**config.mk**
```make
export PLATFORM = sky130hd
export DESIGN_NAME = mouse_packet_event_generator
export DESIGN_NICKNAME = d
export VERILOG_FILES = /design/src/rtl/core/mpev_pkg.sv /design/src/rtl/core/mpev_queue.sv /design/src/rtl/core/mpev_front.sv /design/src/rtl/core/mpev_back.sv /design/src/rtl/core/mouse_packet_event_generator.sv
export SDC_FILE = /design/constraint.sdc
export NUM_CORES = 1
export LEC_CHECK = 0
export ABC_CLOCK_PERIOD_IN_PS = 13820
export BUFFER_PORTS_ARGS = -buffer_cell sky130_fd_sc_hd__buf_2
export CAP_MARGIN = 40
export CORE_ASPECT_RATIO = 0.6
export CORE_UTILIZATION = 51
export CTS_BUF_LIST = sky130_fd_sc_hd__clkbuf_2 sky130_fd_sc_hd__clkbuf_4 sky130_fd_sc_hd__clkbuf_8
export DETAILED_ROUTE_END_ITERATION = 10
export GPL_TIMING_DRIVEN = 1
export MAX_ROUTING_LAYER = met4
export PLACE_DENSITY = 0.72
export SYNTH_ARGS = -nofsm -noshare
export SYNTH_HDL_FRONTEND = slang
export SYNTH_SLANG_ARGS = --single-unit
```
**constraint.sdc**
```tcl
create_clock -name clock -period 13.82 [get_ports clock]
set_input_delay 2.764 -clock clock [delete_from_list [all_inputs] [get_ports clock]]
set_output_delay 2.764 -clock clock [all_outputs]
set_load 0.1 [all_outputs]
```
**src/rtl/core/mpev_pkg.sv**
```systemverilog
package mpev_pkg;

   // width of the screen size registers
   localparam int CFG_SIZE_BITS = 13;

   // register reset values
   localparam logic [CFG_SIZE_BITS-1:0] SCREEN_WIDTH_RESET  = 13'd1024;
   localparam logic [CFG_SIZE_BITS-1:0] SCREEN_HEIGHT_RESET = 13'd768;

   // register indexes on the configuration port
   localparam logic REG_SCREEN_WIDTH  = 1'b0;
   localparam logic REG_SCREEN_HEIGHT = 1'b1;

   // input item kinds
   typedef enum logic {
      OP_PACKET    = 1'b0,
      OP_BATCH_END = 1'b1
   } op_type;

   // result item kinds
   typedef enum logic {
      EVENT_MOVE  = 1'b0,
      EVENT_CLICK = 1'b1
   } event_kind_type;

   // status byte bit positions
   localparam int ST_LEFT    = 0;
   localparam int ST_RIGHT   = 1;
   localparam int ST_MIDDLE  = 2;
   localparam int ST_ONE     = 3;
   localparam int ST_X_SIGN  = 4;
   localparam int ST_Y_SIGN  = 5;
   localparam int ST_X_OVF   = 6;
   localparam int ST_Y_OVF   = 7;

   // number of buttons
   localparam int BUTTON_BITS = 3;

   // button codes in click events
   localparam logic [1:0] BUTTON_LEFT   = 2'd0;
   localparam logic [1:0] BUTTON_MIDDLE = 2'd1;
   localparam logic [1:0] BUTTON_RIGHT  = 2'd2;

endpackage

```
**src/rtl/core/mpev_queue.sv**
```systemverilog
module mpev_queue #(
   parameter int WIDTH = 27,
   parameter int DEPTH = 2
) (
   input  logic             clock,
   input  logic             reset,
   input  logic             push,
   input  logic [WIDTH-1:0] push_data,
   input  logic             pop,
   output logic [WIDTH-1:0] head_data,
   output logic             full,
   output logic             empty
);

   localparam int PtrW = (DEPTH > 1) ? $clog2(DEPTH) : 1;
   localparam int CntW = $clog2(DEPTH + 1);

   logic [WIDTH-1:0] slot_ff [DEPTH];
   logic [PtrW-1:0]  wr_ptr_ff, wr_ptr_in;
   logic [PtrW-1:0]  rd_ptr_ff, rd_ptr_in;
   logic [CntW-1:0]  count_ff, count_in;
   logic             do_push, do_pop;

   assign full      = (count_ff == CntW'(DEPTH));
   assign empty     = (count_ff == '0);
   assign head_data = slot_ff[rd_ptr_ff];
   assign do_push   = push && !full;
   assign do_pop    = pop && !empty;

   // advance pointers with wrap and track the fill level
   always_comb begin
      wr_ptr_in = wr_ptr_ff;
      rd_ptr_in = rd_ptr_ff;
      count_in  = count_ff;
      if (do_push) begin
         wr_ptr_in = (wr_ptr_ff == PtrW'(DEPTH - 1)) ? '0 : wr_ptr_ff + 1'b1;
      end
      if (do_pop) begin
         rd_ptr_in = (rd_ptr_ff == PtrW'(DEPTH - 1)) ? '0 : rd_ptr_ff + 1'b1;
      end
      if (do_push && !do_pop) begin
         count_in = count_ff + 1'b1;
      end else if (do_pop && !do_push) begin
         count_in = count_ff - 1'b1;
      end
   end

   always_ff @(posedge clock) begin
      if (reset) begin
         wr_ptr_ff <= '0;
         rd_ptr_ff <= '0;
         count_ff  <= '0;
      end else begin
         wr_ptr_ff <= wr_ptr_in;
         rd_ptr_ff <= rd_ptr_in;
         count_ff  <= count_in;
      end
   end

   // store the pushed job
   always_ff @(posedge clock) begin
      if (do_push) begin
         slot_ff[wr_ptr_ff] <= push_data;
      end
   end

endmodule

```
**src/rtl/core/mpev_front.sv**
```systemverilog
module mpev_front #(
   parameter int COORD_BITS = 12
) (
   input  logic                               clock,
   input  logic                               reset,
   input  logic                               req_tvalid,
   output logic                               req_tready,
   input  logic                               req_op,
   input  logic [7:0]                         req_status,
   input  logic [7:0]                         req_move_x,
   input  logic [7:0]                         req_move_y,
   input  logic [mpev_pkg::CFG_SIZE_BITS-1:0] screen_width,
   input  logic [mpev_pkg::CFG_SIZE_BITS-1:0] screen_height,
   input  logic                               queue_full,
   output logic                               push,
   output logic [2*COORD_BITS+mpev_pkg::BUTTON_BITS-1:0] push_data
);

   localparam int CB   = COORD_BITS;
   localparam int BB   = mpev_pkg::BUTTON_BITS;
   localparam int CmpW = (CB + 1 > mpev_pkg::CFG_SIZE_BITS) ? CB + 1 : mpev_pkg::CFG_SIZE_BITS;

   logic [CB-1:0]   px_ff, px_in;
   logic [CB-1:0]   py_ff, py_in;
   logic [BB-1:0]   held_ff, held_in;
   logic [CB-1:0]   bsx_ff, bsx_in;
   logic [CB-1:0]   bsy_ff, bsy_in;

   logic            accept;
   logic            pkt_ok;
   logic [CmpW-1:0] full_w, wsize_w, hsize_w, xlim_w, ylim_w;
   logic [CB-1:0]   xlim, ylim;
   logic [CB+1:0]   dx_ext, dy_ext, sum_x, sum_y;
   logic [CB-1:0]   nx, ny;
   logic [BB-1:0]   new_btn, pressed;

   assign req_tready = !queue_full;
   assign accept     = req_tvalid && !queue_full;

   // screen limits: size zero acts as one, large sizes saturate
   always_comb begin
      full_w  = CmpW'(1) << CB;
      wsize_w = CmpW'(screen_width);
      hsize_w = CmpW'(screen_height);
      if (wsize_w == '0) begin
         xlim_w = '0;
      end else if (wsize_w > full_w) begin
         xlim_w = full_w - 1'b1;
      end else begin
         xlim_w = wsize_w - 1'b1;
      end
      if (hsize_w == '0) begin
         ylim_w = '0;
      end else if (hsize_w > full_w) begin
         ylim_w = full_w - 1'b1;
      end else begin
         ylim_w = hsize_w - 1'b1;
      end
      xlim = xlim_w[CB-1:0];
      ylim = ylim_w[CB-1:0];
   end

   // classify the packet and sign-extend the deltas
   assign pkt_ok = req_status[mpev_pkg::ST_ONE] && !req_status[mpev_pkg::ST_X_OVF]
                   && !req_status[mpev_pkg::ST_Y_OVF];
   assign dx_ext = {{(CB - 6){req_status[mpev_pkg::ST_X_SIGN]}}, req_move_x};
   assign dy_ext = {{(CB - 6){req_status[mpev_pkg::ST_Y_SIGN]}}, req_move_y};
   assign sum_x  = {2'b00, px_ff} + dx_ext;
   assign sum_y  = {2'b00, py_ff} - dy_ext;

   // clamp the new position to the screen
   always_comb begin
      if (sum_x[CB+1]) begin
         nx = '0;
      end else if (sum_x[CB:0] > {1'b0, xlim}) begin
         nx = xlim;
      end else begin
         nx = sum_x[CB-1:0];
      end
      if (sum_y[CB+1]) begin
         ny = '0;
      end else if (sum_y[CB:0] > {1'b0, ylim}) begin
         ny = ylim;
      end else begin
         ny = sum_y[CB-1:0];
      end
   end

   assign new_btn = req_status[BB-1:0];
   assign pressed = new_btn & ~held_ff;

   // update pointer state and hand a job to the queue
   always_comb begin
      px_in     = px_ff;
      py_in     = py_ff;
      held_in   = held_ff;
      bsx_in    = bsx_ff;
      bsy_in    = bsy_ff;
      push      = 1'b0;
      push_data = {px_ff, py_ff, {BB{1'b0}}};
      if (accept) begin
         unique case (mpev_pkg::op_type'(req_op))
            mpev_pkg::OP_BATCH_END: begin
               bsx_in = px_ff;
               bsy_in = py_ff;
               push   = (px_ff != bsx_ff) || (py_ff != bsy_ff);
            end
            mpev_pkg::OP_PACKET: begin
               if (pkt_ok) begin
                  px_in     = nx;
                  py_in     = ny;
                  held_in   = new_btn;
                  push      = (pressed != '0);
                  push_data = {nx, ny, pressed};
               end
            end
            default: begin
               push = 1'b0;
            end
         endcase
      end
   end

   always_ff @(posedge clock) begin
      if (reset) begin
         px_ff   <= '0;
         py_ff   <= '0;
         held_ff <= '0;
         bsx_ff  <= '0;
         bsy_ff  <= '0;
      end else begin
         px_ff   <= px_in;
         py_ff   <= py_in;
         held_ff <= held_in;
         bsx_ff  <= bsx_in;
         bsy_ff  <= bsy_in;
      end
   end

endmodule

```
**src/rtl/core/mpev_back.sv**
```systemverilog
module mpev_back #(
   parameter int COORD_BITS = 12
) (
   input  logic                  clock,
   input  logic                  reset,
   input  logic                  job_valid,
   input  logic [2*COORD_BITS+mpev_pkg::BUTTON_BITS-1:0] job_data,
   output logic                  pop,
   output logic                  rsp_tvalid,
   input  logic                  rsp_tready,
   output mpev_pkg::event_kind_type rsp_kind,
   output logic [COORD_BITS-1:0] rsp_event_a,
   output logic [COORD_BITS-1:0] rsp_event_b,
   output logic                  rsp_tlast
);

   localparam int CB = COORD_BITS;
   localparam int BB = mpev_pkg::BUTTON_BITS;

   logic                     valid_ff, valid_in;
   mpev_pkg::event_kind_type kind_ff, kind_in;
   logic [CB-1:0]            a_ff, a_in;
   logic [CB-1:0]            b_ff, b_in;
   logic                     last_ff, last_in;
   logic [BB-1:0]            pend_ff, pend_in;

   logic                     load;
   logic [CB-1:0]            job_x, job_y;
   logic [BB-1:0]            job_pressed;
   logic [1:0]               btn_code;
   logic [BB-1:0]            pend_left;

   assign job_x       = job_data[2*CB+BB-1:CB+BB];
   assign job_y       = job_data[CB+BB-1:BB];
   assign job_pressed = job_data[BB-1:0];
   assign load        = !valid_ff || rsp_tready;

   // pick the next click: left, then middle, then right
   always_comb begin
      pend_left = pend_ff;
      priority if (pend_ff[mpev_pkg::ST_LEFT]) begin
         btn_code                        = mpev_pkg::BUTTON_LEFT;
         pend_left[mpev_pkg::ST_LEFT]    = 1'b0;
      end else if (pend_ff[mpev_pkg::ST_MIDDLE]) begin
         btn_code                        = mpev_pkg::BUTTON_MIDDLE;
         pend_left[mpev_pkg::ST_MIDDLE]  = 1'b0;
      end else begin
         btn_code                        = mpev_pkg::BUTTON_RIGHT;
         pend_left[mpev_pkg::ST_RIGHT]   = 1'b0;
      end
   end

   // refill the output beat: pending clicks first, then the next job's move
   always_comb begin
      valid_in = valid_ff;
      kind_in  = kind_ff;
      a_in     = a_ff;
      b_in     = b_ff;
      last_in  = last_ff;
      pend_in  = pend_ff;
      pop      = 1'b0;
      if (load) begin
         if (pend_ff != '0) begin
            valid_in = 1'b1;
            kind_in  = mpev_pkg::EVENT_CLICK;
            a_in     = CB'(btn_code);
            b_in     = '0;
            last_in  = (pend_left == '0);
            pend_in  = pend_left;
         end else if (job_valid) begin
            pop      = 1'b1;
            valid_in = 1'b1;
            kind_in  = mpev_pkg::EVENT_MOVE;
            a_in     = job_x;
            b_in     = job_y;
            last_in  = (job_pressed == '0);
            pend_in  = job_pressed;
         end else begin
            valid_in = 1'b0;
         end
      end
   end

   always_ff @(posedge clock) begin
      if (reset) begin
         valid_ff <= 1'b0;
         pend_ff  <= '0;
      end else begin
         valid_ff <= valid_in;
         pend_ff  <= pend_in;
      end
   end

   // hold the beat payload
   always_ff @(posedge clock) begin
      kind_ff <= kind_in;
      a_ff    <= a_in;
      b_ff    <= b_in;
      last_ff <= last_in;
   end

   assign rsp_tvalid  = valid_ff;
   assign rsp_kind    = kind_ff;
   assign rsp_event_a = a_ff;
   assign rsp_event_b = b_ff;
   assign rsp_tlast   = last_ff;

endmodule

```
**src/rtl/core/mouse_packet_event_generator.sv**
```systemverilog
// Turns PS/2 mouse packets and batch-end markers into move and click events.
// The front end accepts one item per cycle whenever the job queue has room: it
// checks the packet (always-one bit set, no overflow), moves the pointer by the
// sign-extended deltas (y inverted), clamps to screen_width-1 / screen_height-1,
// and queues a job when a button is newly pressed or, at a batch end, when the
// pointer moved since the previous batch end. The back end drains the queue
// through a registered output, one event per cycle while rsp_tready does not
// hold it off: a job yields a move event and then one click per new press
// (left, middle, right). Sustained throughput is set by that output stage;
// QUEUE_DEPTH jobs can wait while the output is stalled. Configuration is
// written through the APB-style port: width at byte 0, height at byte 4.
module mouse_packet_event_generator #(
   parameter int COORD_BITS  = 12,
   parameter int QUEUE_DEPTH = 2
) (
   input  logic                  clock,
   input  logic                  reset,
   input  logic                  req_tvalid,
   output logic                  req_tready,
   // [7:0] status_byte, [15:8] move_x, [23:16] move_y
   input  logic [23:0]           req_tdata,
   // [0] op
   input  logic                  req_tuser,
   output logic                  rsp_tvalid,
   input  logic                  rsp_tready,
   // [COORD_BITS-1:0] event_a, [2*COORD_BITS-1:COORD_BITS] event_b, zero fill
   output logic [((2*COORD_BITS+7)/8)*8-1:0] rsp_tdata,
   // [0] event_kind
   output logic                  rsp_tuser,
   output logic                  rsp_tlast,
   input  logic                  csr_psel,
   input  logic                  csr_penable,
   input  logic                  csr_pwrite,
   input  logic [2:0]            csr_paddr,
   input  logic [31:0]           csr_pwdata,
   output logic [31:0]           csr_prdata,
   output logic                  csr_pready
);

   localparam int CB   = COORD_BITS;
   localparam int JobW = 2 * CB + mpev_pkg::BUTTON_BITS;
   localparam int TdW  = ((2 * CB + 7) / 8) * 8;
   localparam int SW   = mpev_pkg::CFG_SIZE_BITS;

   logic [SW-1:0]            width_ff, width_in;
   logic [SW-1:0]            height_ff, height_in;
   logic                     cfg_write;
   logic                     push, pop, full, empty;
   logic [JobW-1:0]          push_data, head_data;
   mpev_pkg::event_kind_type rsp_kind;
   logic [CB-1:0]            rsp_event_a, rsp_event_b;

   // configuration registers
   assign csr_pready = 1'b1;
   assign cfg_write  = csr_psel && csr_penable && csr_pwrite && csr_pready;

   always_comb begin
      width_in  = width_ff;
      height_in = height_ff;
      if (cfg_write) begin
         unique case (csr_paddr[2])
            mpev_pkg::REG_SCREEN_WIDTH:  width_in  = csr_pwdata[SW-1:0];
            mpev_pkg::REG_SCREEN_HEIGHT: height_in = csr_pwdata[SW-1:0];
            default:                     width_in  = width_ff;
         endcase
      end
   end

   always_comb begin
      unique case (csr_paddr[2])
         mpev_pkg::REG_SCREEN_WIDTH:  csr_prdata = 32'(width_ff);
         mpev_pkg::REG_SCREEN_HEIGHT: csr_prdata = 32'(height_ff);
         default:                     csr_prdata = '0;
      endcase
   end

   always_ff @(posedge clock) begin
      if (reset) begin
         width_ff  <= mpev_pkg::SCREEN_WIDTH_RESET;
         height_ff <= mpev_pkg::SCREEN_HEIGHT_RESET;
      end else begin
         width_ff  <= width_in;
         height_ff <= height_in;
      end
   end

   // classify items and track the pointer
   mpev_front #(
      .COORD_BITS (CB)
   ) u_front (
      .clock         (clock),
      .reset         (reset),
      .req_tvalid    (req_tvalid),
      .req_tready    (req_tready),
      .req_op        (req_tuser),
      .req_status    (req_tdata[7:0]),
      .req_move_x    (req_tdata[15:8]),
      .req_move_y    (req_tdata[23:16]),
      .screen_width  (width_ff),
      .screen_height (height_ff),
      .queue_full    (full),
      .push          (push),
      .push_data     (push_data)
   );

   // jobs waiting for the output
   mpev_queue #(
      .WIDTH (JobW),
      .DEPTH (QUEUE_DEPTH)
   ) u_queue (
      .clock     (clock),
      .reset     (reset),
      .push      (push),
      .push_data (push_data),
      .pop       (pop),
      .head_data (head_data),
      .full      (full),
      .empty     (empty)
   );

   // expand jobs into events
   mpev_back #(
      .COORD_BITS (CB)
   ) u_back (
      .clock       (clock),
      .reset       (reset),
      .job_valid   (!empty),
      .job_data    (head_data),
      .pop         (pop),
      .rsp_tvalid  (rsp_tvalid),
      .rsp_tready  (rsp_tready),
      .rsp_kind    (rsp_kind),
      .rsp_event_a (rsp_event_a),
      .rsp_event_b (rsp_event_b),
      .rsp_tlast   (rsp_tlast)
   );

   assign rsp_tdata = TdW'({rsp_event_b, rsp_event_a});
   assign rsp_tuser = rsp_kind;

endmodule

```
==> impl_metrics.py, run 1 <==
metrics = {
    "clock_tree": {
        "cts_hold_buf": 0,
        "htree_num_levels": 4,
        "postCtsSetupRepairBufs": 0,
        "cts_sinks": 166,
        "numCtsBuffers": 17,
        "cts_tree": "built",
        "clk_latency_ns": 0.45,
        "clk_pin_slew_ns": 0.09,
        "cts_buffer_depth": 2,
        "cts_resized": 0,
        "clock-root-buffer": "clkbuf_8",
    },
    "power": {
        "switchingPower_w": 0.000753,
        "p_int_w": 0.000880,
        "p_seq_share_pct": 38.0,
        "powerDensity_nw_per_um2": 156,
        "switching_share_pct": 46.1,
        "clkPwrFrac_pct": 21.7,
        "irDropWorstVdd_mv": 0.116,
        "leakagePower_nw": 4.33,
        "p_comb_share_pct": 40.3,
    },
    "min_path": {
        "min_delay_path_depth": 2,
        "hp-class": "reg -> reg",
    },
    "sta": {
        "max_slew_margin_pct": 40.4,
        "fmax_mhz": 151,
        "setup_viol_count_final": 0,
        "finalHoldViolCount": 0,
        "setup_tns_ns": 0,
        "fin_crit_ns": 6.63,
        "drv_slew": 0,
        "rsz0062_at_grt": "false",
        "fin_crit_sh_pct": 48.0,
        "tightestPinTransition_ns": 0.891,
        "fin_skew_ns": 0.0168,
    },
    "logic_synthesis": {
        "syn_area_sq_um": 9440,
        "synth_top_family_by_area": "simple AND/OR/NAND/NOR gates",
        "ys_seq_elements": 166,
        "seq_area_frac_synth_pct": 43.7,
        "yosysWarnings": 0,
        "synth_cell_types": 62,
        "synthXorXnorAreaFrac_pct": 5.29,
        "synth-adder-area-share_pct": 8.00,
        "yosys.area_share.simple_pct": 16.8,
        "muxShareOfSynthArea_pct": 6.93,
        "syn_area_per_cell_sq_um": 9.18,
        "synth-compound-area-share_pct": 14.0,
        "synth_ff_type": "dfxtp_1",
        "synthCells": 1028,
        "synthArstFlopShare_pct": 0,
        "synth_edf_count": 80,
    },
    "final_layout": {
        "nNetsFinal": 1228,
        "syn2layout_area_growth_pct": 10.7,
        "multi_input_area_sq_um": 4900,
        "layout_common_cells": "161 x nand2_1, 86 x dfxtp_1, 86 x buf_2",
        "final_common_cell": "nand2_1",
        "seq_area_sq_um": 4120,
        "fill_cells": 1577,
        "drive_gt1_share_pct": 13.8,
        "antenna_cells": 0,
        "fin_util_pct": 57.7,
    },
    "setup_path": {
        "critPathKind": "in -> out",
        "critPathLaunchType": "input port",
        "reg2reg_depth": 16,
        "cp.required_ns": 11.06,
        "r2r_start": "u_front.py_ff[0]$_SDFFE_PP0P_",
        "rrSetupSlack_ns": 9.15,
        "cp-startpoint": "csr_paddr[2]",
        "r2r_end": "u_queue.slot_ff[1][10]$_DFFE_PP_",
        "cp.arrival_ns": 3.87,
        "critPathCapture": "csr_prdata[12]",
        "cp_max_fo": 19,
        "crit_path_end_kind": "primary output",
    },
    "detailed_routing": {
        "routedWlPerCell_microns": 16.1,
        "wirelength_microns": 21800,
        "ant_nets": 0,
        "vias_per_cell": 5.52,
        "drc_errors": 0,
        "drt_iter0_drc": 601,
        "dr.pass1.iters": 5,
        "vias": 7500,
    },
    "global_routing": {
        "grt_util_met3_pct": 4.06,
        "grt_pass1_wl_microns": 35300,
        "grt_pass1_vias": 6598,
        "grt_usage_pct": 24.4,
        "grt_use_met1_pct": 38.6,
        "met2_usage_pct": 32.0,
        "overflow": 0,
        "grt_max_degree": 68,
        "antenna_found_initial": 0,
        "busiest_layer": "met1",
    },
    "placement": {
        "routabilityCongestion": 0.933,
        "detailed_place_hpwl_microns": 16700,
        "portBuffers": 86,
    },
    "floorplan": {
        "fp-row-count": 38,
        "initial_core_util_pct": 52.1,
        "fp.dieH_microns": 107,
        "die_w_microns": 178,
        "ioPinCount": 128,
        "fp.coreArea_sq_um": 18100,
        "die_area_sq_um": 19100,
    },
    "job": {
        "cap_violations": 0,
    },
    "run_status": {
        "status": "finished clean",
    },
}
-- state kept, by name (all words and copies together) (netlist names), named ones only --
register / count
u_front.held_ff: 3
u_queue.wr_ptr_ff: 1
width_ff: 13
u_back.rsp_tlast: 1
u_queue.slot_ff: 54
u_back.pend_ff: 3
u_front.bsy_ff: 12
u_back.rsp_event_a: 12
u_back.rsp_kind: 1
u_front.px_ff: 12
u_front.bsx_ff: 12
u_back.rsp_tvalid: 1
u_back.rsp_event_b: 12
u_front.py_ff: 12
u_queue.count_ff: 2
u_queue.rd_ptr_ff: 1
height_ff: 13
-- layer usage --
metal  share of wire (%)  vias up
met2                  39      265
met4                0.71        0
met5                   0        -
li1                    -     3743
met1                  53     3478
met3                 6.8       14
-- cells in the mapped netlist (all sizes together), types with 12 or more instances --
cell    instances  area [sq um]
nand2         161           604
dfxtp          86          1720
a21oi          85           425
edfxtp         80          2400
nor2           76           285
o21ai          68           340
ha             54           676
inv            53           199
mux2i          47           470
xnor2          37           324
buf            29           193
clkbuf         28           105
nor3           22           110
xor2           20           175
nand3          18          90.1
mux2           16           184
nand2b         14          87.6
nand4          14          87.6
a22o           12           105
-- worst min path at each step --
stage                                        start                        endpoint  slack [ns]
finish              u_front.bsx_ff[9]$_SDFFE_PP0P_  u_front.bsx_ff[9]$_SDFFE_PP0P_        0.47
global route        u_front.bsy_ff[8]$_SDFFE_PP0P_  u_front.bsy_ff[8]$_SDFFE_PP0P_        0.49
CTS                 u_front.bsx_ff[9]$_SDFFE_PP0P_  u_front.bsx_ff[9]$_SDFFE_PP0P_        0.47
detailed placement  u_front.bsx_ff[9]$_SDFFE_PP0P_  u_front.bsx_ff[9]$_SDFFE_PP0P_        0.46
global placement    u_front.bsx_ff[9]$_SDFFE_PP0P_  u_front.bsx_ff[9]$_SDFFE_PP0P_        0.45
floorplan           u_front.bsx_ff[0]$_SDFFE_PP0P_  u_front.bsx_ff[0]$_SDFFE_PP0P_        0.45
-- cell type report --
cell class              count  area share, %
multi-input cells         770           46.9
flip-flops and latches    166           39.5
repair buffers             97           5.06
well taps                 240           2.87
clock buffers              18           2.31
inverters                  53           1.90
clock inverters            14           1.48
-- worst max-delay path, stage by stage --
cell and delay [ns]:
buf_2 0.22, o21ai_0 0.37, buf_2 0.50
-- per-stage QoR --
step	area, sq um	instances	hold slack [ns]	worst slack, ns	total power [W]
detailed placement	10000	1325	0.460	6.85	0.00129
global placement	10000	1321	0.453	6.88	0.00128
global route	10500	1358	0.486	6.92	0.00171
finish	10500	1358	0.470	7.19	0.00163
CTS	10400	1357	0.472	7.23	0.00164
floorplan	9510	1046	0.448	5.73	0.00118
-- kinds of logic (layout without fill, tap and decap cells) --
group | after synthesis | count (layout)
AO/OA/AOI/OAI | 220 | 220
XOR/XNOR | 57 | 57
adder cells (fa/ha/maj) | 60 | 60
buffers and inverters | 110 | 182
flip-flops | 166 | 166
multiplexers | 63 | 63
other | 2 | 20
AND/OR/NAND/NOR | 350 | 350
-- power groups by stage --
stage	registers, W	clock network (W)	logic [W]
global route	0.000629	0.000384	0.000698
floorplan	0.000937	0	0.000241
finish	0.000621	0.000355	0.000657
global placement	0.000631	0	0.000644
detailed placement	0.000633	0	0.000657
CTS	0.000622	0.000361	0.000658
(Power assumes the default switching activity.)
==> run 2, diff against run 1 <==
Settings changed: ABC_CLOCK_PERIOD_IN_PS 13820 to 5500, PLACE_DENSITY 0.72 to 0.75.
Clock period 13.82 ns to 5.5 ns, I/O delays scaled along.
==> run 2 against run 1 <==
Effect of this change: via count grew 2.7%; setup slack lost 6.4 ns; utilization grew 0.076 points; flip-flop and latch count is the same; largest cell class unchanged; highest routed layer unchanged; combinational power grew to 2.5 times the previous value.
==> impl_metrics.py, run 2 (synthesized netlist as in run 1, its figures left out) <==
metrics = {
    "global_routing": {
        "grt_pass1_wl_microns": 35300,
        "overflow": 0,
        "grt_util_met3_pct": 5.47,
        "grt_max_degree": 67,
        "met2_usage_pct": 33.5,
        "grt_use_met1_pct": 36.8,
        "busiest_layer": "met1",
        "grt_pass1_vias": 6753,
        "grt_usage_pct": 24.4,
        "antenna_found_initial": 0,
    },
    "run_status": {
        "status": "finished clean",
    },
    "detailed_routing": {
        "vias": 7704,
        "drt_iter0_drc": 600,
        "dr.pass1.iters": 5,
        "drc_errors": 0,
        "ant_nets": 0,
        "wirelength_microns": 22300,
        "vias_per_cell": 5.67,
        "routedWlPerCell_microns": 16.4,
    },
    "setup_path": {
        "cp.arrival_ns": 4.94,
        "critPathLaunchType": "input port",
        "rrSetupSlack_ns": 1.01,
        "critPathKind": "in -> reg",
        "crit_path_end_kind": "register",
        "r2r_end": "u_queue.slot_ff[1][10]$_DFFE_PP_",
        "reg2reg_depth": 17,
        "cp.required_ns": 5.69,
        "cp_max_fo": 6,
        "r2r_start": "u_front.py_ff[0]$_SDFFE_PP0P_",
    },
    "sta": {
        "max_slew_margin_pct": 39.2,
        "finalHoldViolCount": 0,
        "hold_ws_ns": 0.473,
        "fin_crit_sh_pct": 86.5,
        "fmax_mhz": 210,
        "fin_skew_ns": 0.0246,
        "drv_slew": 0,
        "setup_viol_count_final": 0,
        "setup_tns_ns": 0,
        "tightestPinTransition_ns": 0.911,
        "fin_crit_ns": 4.76,
        "rsz0062_at_grt": "false",
    },
    "clock_tree": {
        "numCtsBuffers": 17,
        "clk_pin_slew_ns": 0.10,
        "cts_sinks": 166,
        "clk_latency_ns": 0.45,
        "cts_tree": "built",
        "cts_hold_buf": 0,
        "htree_num_levels": 4,
        "cts_resized": 0,
        "clock-root-buffer": "clkbuf_8",
        "cts_buffer_depth": 2,
        "postCtsSetupRepairBufs": 0,
    },
    "floorplan": {
        "die_w_microns": 178,
        "fp-row-count": 38,
        "die_area_sq_um": 19100,
        "ioPinCount": 128,
        "initial_core_util_pct": 52.1,
        "fp.dieH_microns": 107,
        "fp.coreArea_sq_um": 18100,
    },
    "power": {
        "p_int_w": 0.00225,
        "switching_share_pct": 45.7,
        "switchingPower_w": 0.00189,
        "leakagePower_nw": 4.33,
        "powerDensity_nw_per_um2": 396,
        "p_comb_share_pct": 39.9,
        "p_seq_share_pct": 37.7,
        "clkPwrFrac_pct": 22.4,
        "irDropWorstVdd_mv": 0.261,
    },
    "min_path": {
        "hp-class": "reg -> reg",
        "min_delay_path_depth": 2,
        "hold_path_end": "u_front.bsy_ff[1]$_SDFFE_PP0P_",
        "min_from": "u_front.bsy_ff[1]$_SDFFE_PP0P_",
    },
    "final_layout": {
        "final_common_cell": "nand2_1",
        "antenna_cells": 0,
        "largest_reg_flops": 54,
        "nNetsFinal": 1228,
        "max_flop_register": "u_queue.slot_ff",
        "fin_area_sq_um": 10500,
        "drive_gt1_share_pct": 13.7,
        "syn2layout_area_growth_pct": 10.8,
        "reg_top3": "u_queue.slot_ff: 54 flops, height_ff: 13 flops, width_ff: 13 flops",
        "fill_cells": 1569,
        "fin_util_pct": 57.8,
        "layout_common_cells": "161 x nand2_1, 86 x dfxtp_1, 86 x buf_2",
    },
    "placement": {
        "detailed_place_hpwl_microns": 16600,
        "dpl_cell_area_sq_um": 10000,
        "portBuffers": 86,
        "routabilityCongestion": 0.915,
    },
    "job": {
        "cap_violations": 0,
    },
}
run 2: cell type report:
type	instances	area [sq um]	area share, %
flip-flops and latches	166	4120	39.4
clock inverters	15	184	1.76
multi-input cells	770	4900	46.8
repair buffers	97	522	4.99
inverters	53	199	1.90
well taps	240	300	2.87
clock buffers	17	234	2.24
run 2: metrics by stage:
| stage | instances | setup WS [ns] | total power (W) |
|---|---|---|---|
| 2_1_floorplan | 1046 | 0.740 | 0.00296 |
| 3_3_place_gp | 1323 | 0.440 | 0.00321 |
| 3_5_place_dp | 1325 | 0.418 | 0.00325 |
| 4_1_cts | 1357 | 0.870 | 0.00417 |
| 5_1_grt | 1358 | 0.599 | 0.00433 |
| 6_report | 1358 | 0.741 | 0.00414 |
run 2: worst max path at each step:
stage,to,slack [ns],from,depth (start not counted)
2_1_floorplan,csr_prdata[0],0.74,csr_paddr[2],3
3_3_place_gp,u_queue.slot_ff[1][10]$_DFFE_PP_,0.44,req_tdata[16],17
3_5_place_dp,u_queue.slot_ff[1][10]$_DFFE_PP_,0.42,req_tdata[16],17
4_1_cts,u_queue.slot_ff[1][10]$_DFFE_PP_,0.87,req_tdata[16],17
5_1_grt,u_queue.slot_ff[1][10]$_DFFE_PP_,0.60,req_tdata[16],17
6_report,u_queue.slot_ff[1][10]$_DFFE_PP_,0.74,req_tdata[22],16
run 2: worst max-delay path: stages:
cell and delay (ns):
buf_2 0.08, inv_1 0.03, ha_1 0.39, a2111o_1 0.43, o2111ai_1 0.27, nand2b_1 0.11, xnor2_1 0.20, inv_1 0.07
ha_1 0.34, or2_0 0.26, a311oi_1 0.32, o221ai_1 0.22, a211oi_2 0.32, buf_4 0.21, mux2_2 0.36, a22o_1 0.24
run 2: power by group through the flow:
stage	sequential [W]	clock [W]	combinational, W
2_1_floorplan	0.00235	0	0.000605
3_3_place_gp	0.00159	0	0.00162
3_5_place_dp	0.00159	0	0.00165
4_1_cts	0.00156	0.000945	0.00166
5_1_grt	0.00158	0.000996	0.00175
6_report	0.00156	0.000928	0.00165
run 2: layer usage:
layer	up-vias	wire length [microns]
met4	0	154
met5	-	0
met1	3620	11300
li1	3755	-
met2	314	9060
met3	15	1800
==> run 3, diff against run 2 <==
Settings changed: GPL_TIMING_DRIVEN 1 to 0, PLACE_DENSITY 0.75 to 0.83.
==> run 3 against run 2 <==
Effect of this change: hold slack gained 0.0027 ns; cell count grew 3.5%; final area up 2.2%; flip-flop and latch count is the same; sequential share of layout area decreased by 0.86 points; fmax decreased by 2.5%; clock power fell by 2%; largest power group unchanged; highest routed layer unchanged.
==> impl_metrics.py, run 3 (synthesized netlist as in run 1, its figures left out) <==
metrics = {
    "run_status": {
        "status": "finished clean",
    },
    "final_layout": {
        "largest_reg_flops": 54,
        "reg_top3": "u_queue.slot_ff: 54 flops, height_ff: 13 flops, width_ff: 13 flops",
        "drive_gt1_share_pct": 14.2,
        "antenna_cells": 0,
        "fin_area_sq_um": 10700,
        "layout_common_cells": "161 x nand2_1, 86 x buf_2, 86 x dfxtp_1",
        "fill_cells": 1572,
        "nNetsFinal": 1276,
        "final_common_cell": "nand2_1",
        "max_flop_register": "u_queue.slot_ff",
        "syn2layout_area_growth_pct": 13.3,
    },
    "global_routing": {
        "antenna_found_initial": 0,
        "grt_pass1_wl_microns": 37200,
        "grt_pass1_vias": 7125,
        "grt_usage_pct": 25.9,
        "grt_max_degree": 19,
        "overflow": 0,
    },
    "detailed_routing": {
        "drt_iter0_drc": 905,
        "drc_errors": 0,
        "vias_per_cell": 5.72,
        "ant_nets": 0,
        "wirelength_microns": 23500,
        "vias": 8038,
        "routedWlPerCell_microns": 16.7,
        "dr.pass1.iters": 7,
    },
    "power": {
        "p_comb_share_pct": 40.6,
        "irDropWorstVdd_mv": 0.307,
        "p_int_w": 0.00222,
        "leakagePower_nw": 4.45,
        "p_seq_share_pct": 37.5,
        "clkPwrFrac_pct": 21.9,
        "switchingPower_w": 0.00193,
        "powerDensity_nw_per_um2": 389,
        "switching_share_pct": 46.5,
    },
    "setup_path": {
        "rrSetupSlack_ns": 0.87,
        "cp_slowest_stage_delay_ns": 0.55,
        "r2r_start": "u_front.py_ff[0]$_SDFFE_PP0P_",
        "reg2reg_depth": 17,
        "crit_path_end_kind": "register",
        "critPathSlowestCell": "a211oi_2",
        "critPathKind": "in -> reg",
        "crit_chain": "buf_2, inv_1, ha_1, a2111o_1, o2111ai_1, nand2b_1, xnor2_1, inv_1, ha_1, or2_0, a311oi_1, o221ai_1, a211oi_2, mux2_2, a22o_1",
        "critPathLaunchType": "input port",
        "r2r_end": "u_queue.slot_ff[0][10]$_DFFE_PP_",
        "cp.required_ns": 5.69,
        "cp_max_fo": 6,
        "cp.arrival_ns": 5.07,
    },
    "sta": {
        "setup_tns_ns": 0,
        "rsz0062_at_grt": "false",
        "drv_slew": 0,
        "fin_crit_ns": 4.88,
        "fmax_mhz": 205,
        "setup_viol_count_final": 0,
        "tightestPinTransition_ns": 0.802,
        "max_slew_margin_pct": 46.1,
        "finalHoldViolCount": 0,
        "fin_crit_sh_pct": 88.7,
        "fin_skew_ns": 0.0215,
        "hold_ws_ns": 0.476,
    },
    "floorplan": {
        "initial_core_util_pct": 52.1,
        "fp-row-count": 38,
        "ioPinCount": 128,
        "die_area_sq_um": 19100,
        "die_w_microns": 178,
        "fp.dieH_microns": 107,
        "fp.coreArea_sq_um": 18100,
    },
    "clock_tree": {
        "cts_resized": 0,
        "cts_sinks": 166,
        "clk_pin_slew_ns": 0.11,
        "cts_hold_buf": 0,
        "cts_tree": "built",
        "clk_latency_ns": 0.46,
        "clock-root-buffer": "clkbuf_8",
        "numCtsBuffers": 17,
        "postCtsSetupRepairBufs": 0,
        "htree_num_levels": 4,
        "cts_buffer_depth": 2,
    },
    "placement": {
        "routabilityCongestion": 0.964,
        "dpl_cell_area_sq_um": 10300,
        "portBuffers": 85,
        "detailed_place_hpwl_microns": 17800,
    },
    "min_path": {
        "hold_path_end": "u_front.bsy_ff[2]$_SDFFE_PP0P_",
        "hp-class": "reg -> reg",
        "min_delay_path_depth": 2,
        "min_from": "u_front.bsy_ff[2]$_SDFFE_PP0P_",
    },
    "job": {
        "cap_violations": 0,
    },
}
run 3: cell count changes in the layout (fill, tap and decap cells not counted), sizes merged:
| cell | delta |
|---|---|
| buf | +21 |
| bufinv | -1 |
| clkbuf | +27 |
| clkinv | +4 |
| clkinvlp | -2 |
| inv | -1 |
run 3: layout make-up:
type | instances | area (sq um) | area share, %
plain buffers | 57 | 298 | 2.78
clock buffers | 17 | 234 | 2.19
clock inverters | 15 | 178 | 1.66
inverters | 53 | 199 | 1.86
multi-input cells | 770 | 4900 | 45.8
flip-flops and latches | 166 | 4120 | 38.5
well taps | 240 | 300 | 2.81
repair buffers | 88 | 470 | 4.40
run 3: critical path: cells and delay by family:
family,cells,cell delay [ns]
AND/OR/NAND/NOR,2,0.34
XOR/XNOR,1,0.26
adder cells (fa/ha/maj),2,0.73
multiplexers,1,0.43
buffers and inverters,3,0.19
AO/OA/AOI/OAI,6,2.01
run 3: power groups by stage:
stage | registers (W) | logic [W] | clock network, W
floorplan | 0.00235 | 0.000605 | 0
global placement | 0.00159 | 0.00163 | 0
detailed placement | 0.00159 | 0.00167 | 0
CTS | 0.00156 | 0.00168 | 0.000915
global route | 0.00158 | 0.00178 | 0.000962
finish | 0.00156 | 0.00169 | 0.000912
run 3: layer usage:
metal,vias to the layer above,part of all wire [%],track usage [%]
met4,0,1.0,5.56
met5,-,0,-
met1,3792,48,38.3
met3,31,9.4,5.26
li1,3841,-,-
met2,374,42,36.3
run 3: worst max-delay path by stage:
stage	from	endpoint	slack (ns)	cells past startpoint
3_5_place_dp	req_tdata[16]	u_queue.slot_ff[0][10]$_DFFE_PP_	0.23	17
4_1_cts	req_tdata[16]	u_queue.slot_ff[1][10]$_DFFE_PP_	0.70	17
3_3_place_gp	req_tdata[22]	u_queue.slot_ff[1][10]$_DFFE_PP_	0.28	15
6_report	req_tdata[22]	u_queue.slot_ff[0][10]$_DFFE_PP_	0.62	15
5_1_grt	req_tdata[16]	u_queue.slot_ff[1][10]$_DFFE_PP_	0.33	17
2_1_floorplan	csr_paddr[2]	csr_prdata[0]	0.74	3
run 3: through the flow:
step                util, %  std cells  power (W)  setup WS, ns
floorplan                 -       1046    0.00296         0.740
global placement       56.5       1371    0.00321         0.281
detailed placement     56.8       1374    0.00326         0.234
CTS                    59.1       1406    0.00416         0.699
global route           59.1       1406    0.00432         0.325
finish                 59.1       1406    0.00416         0.621
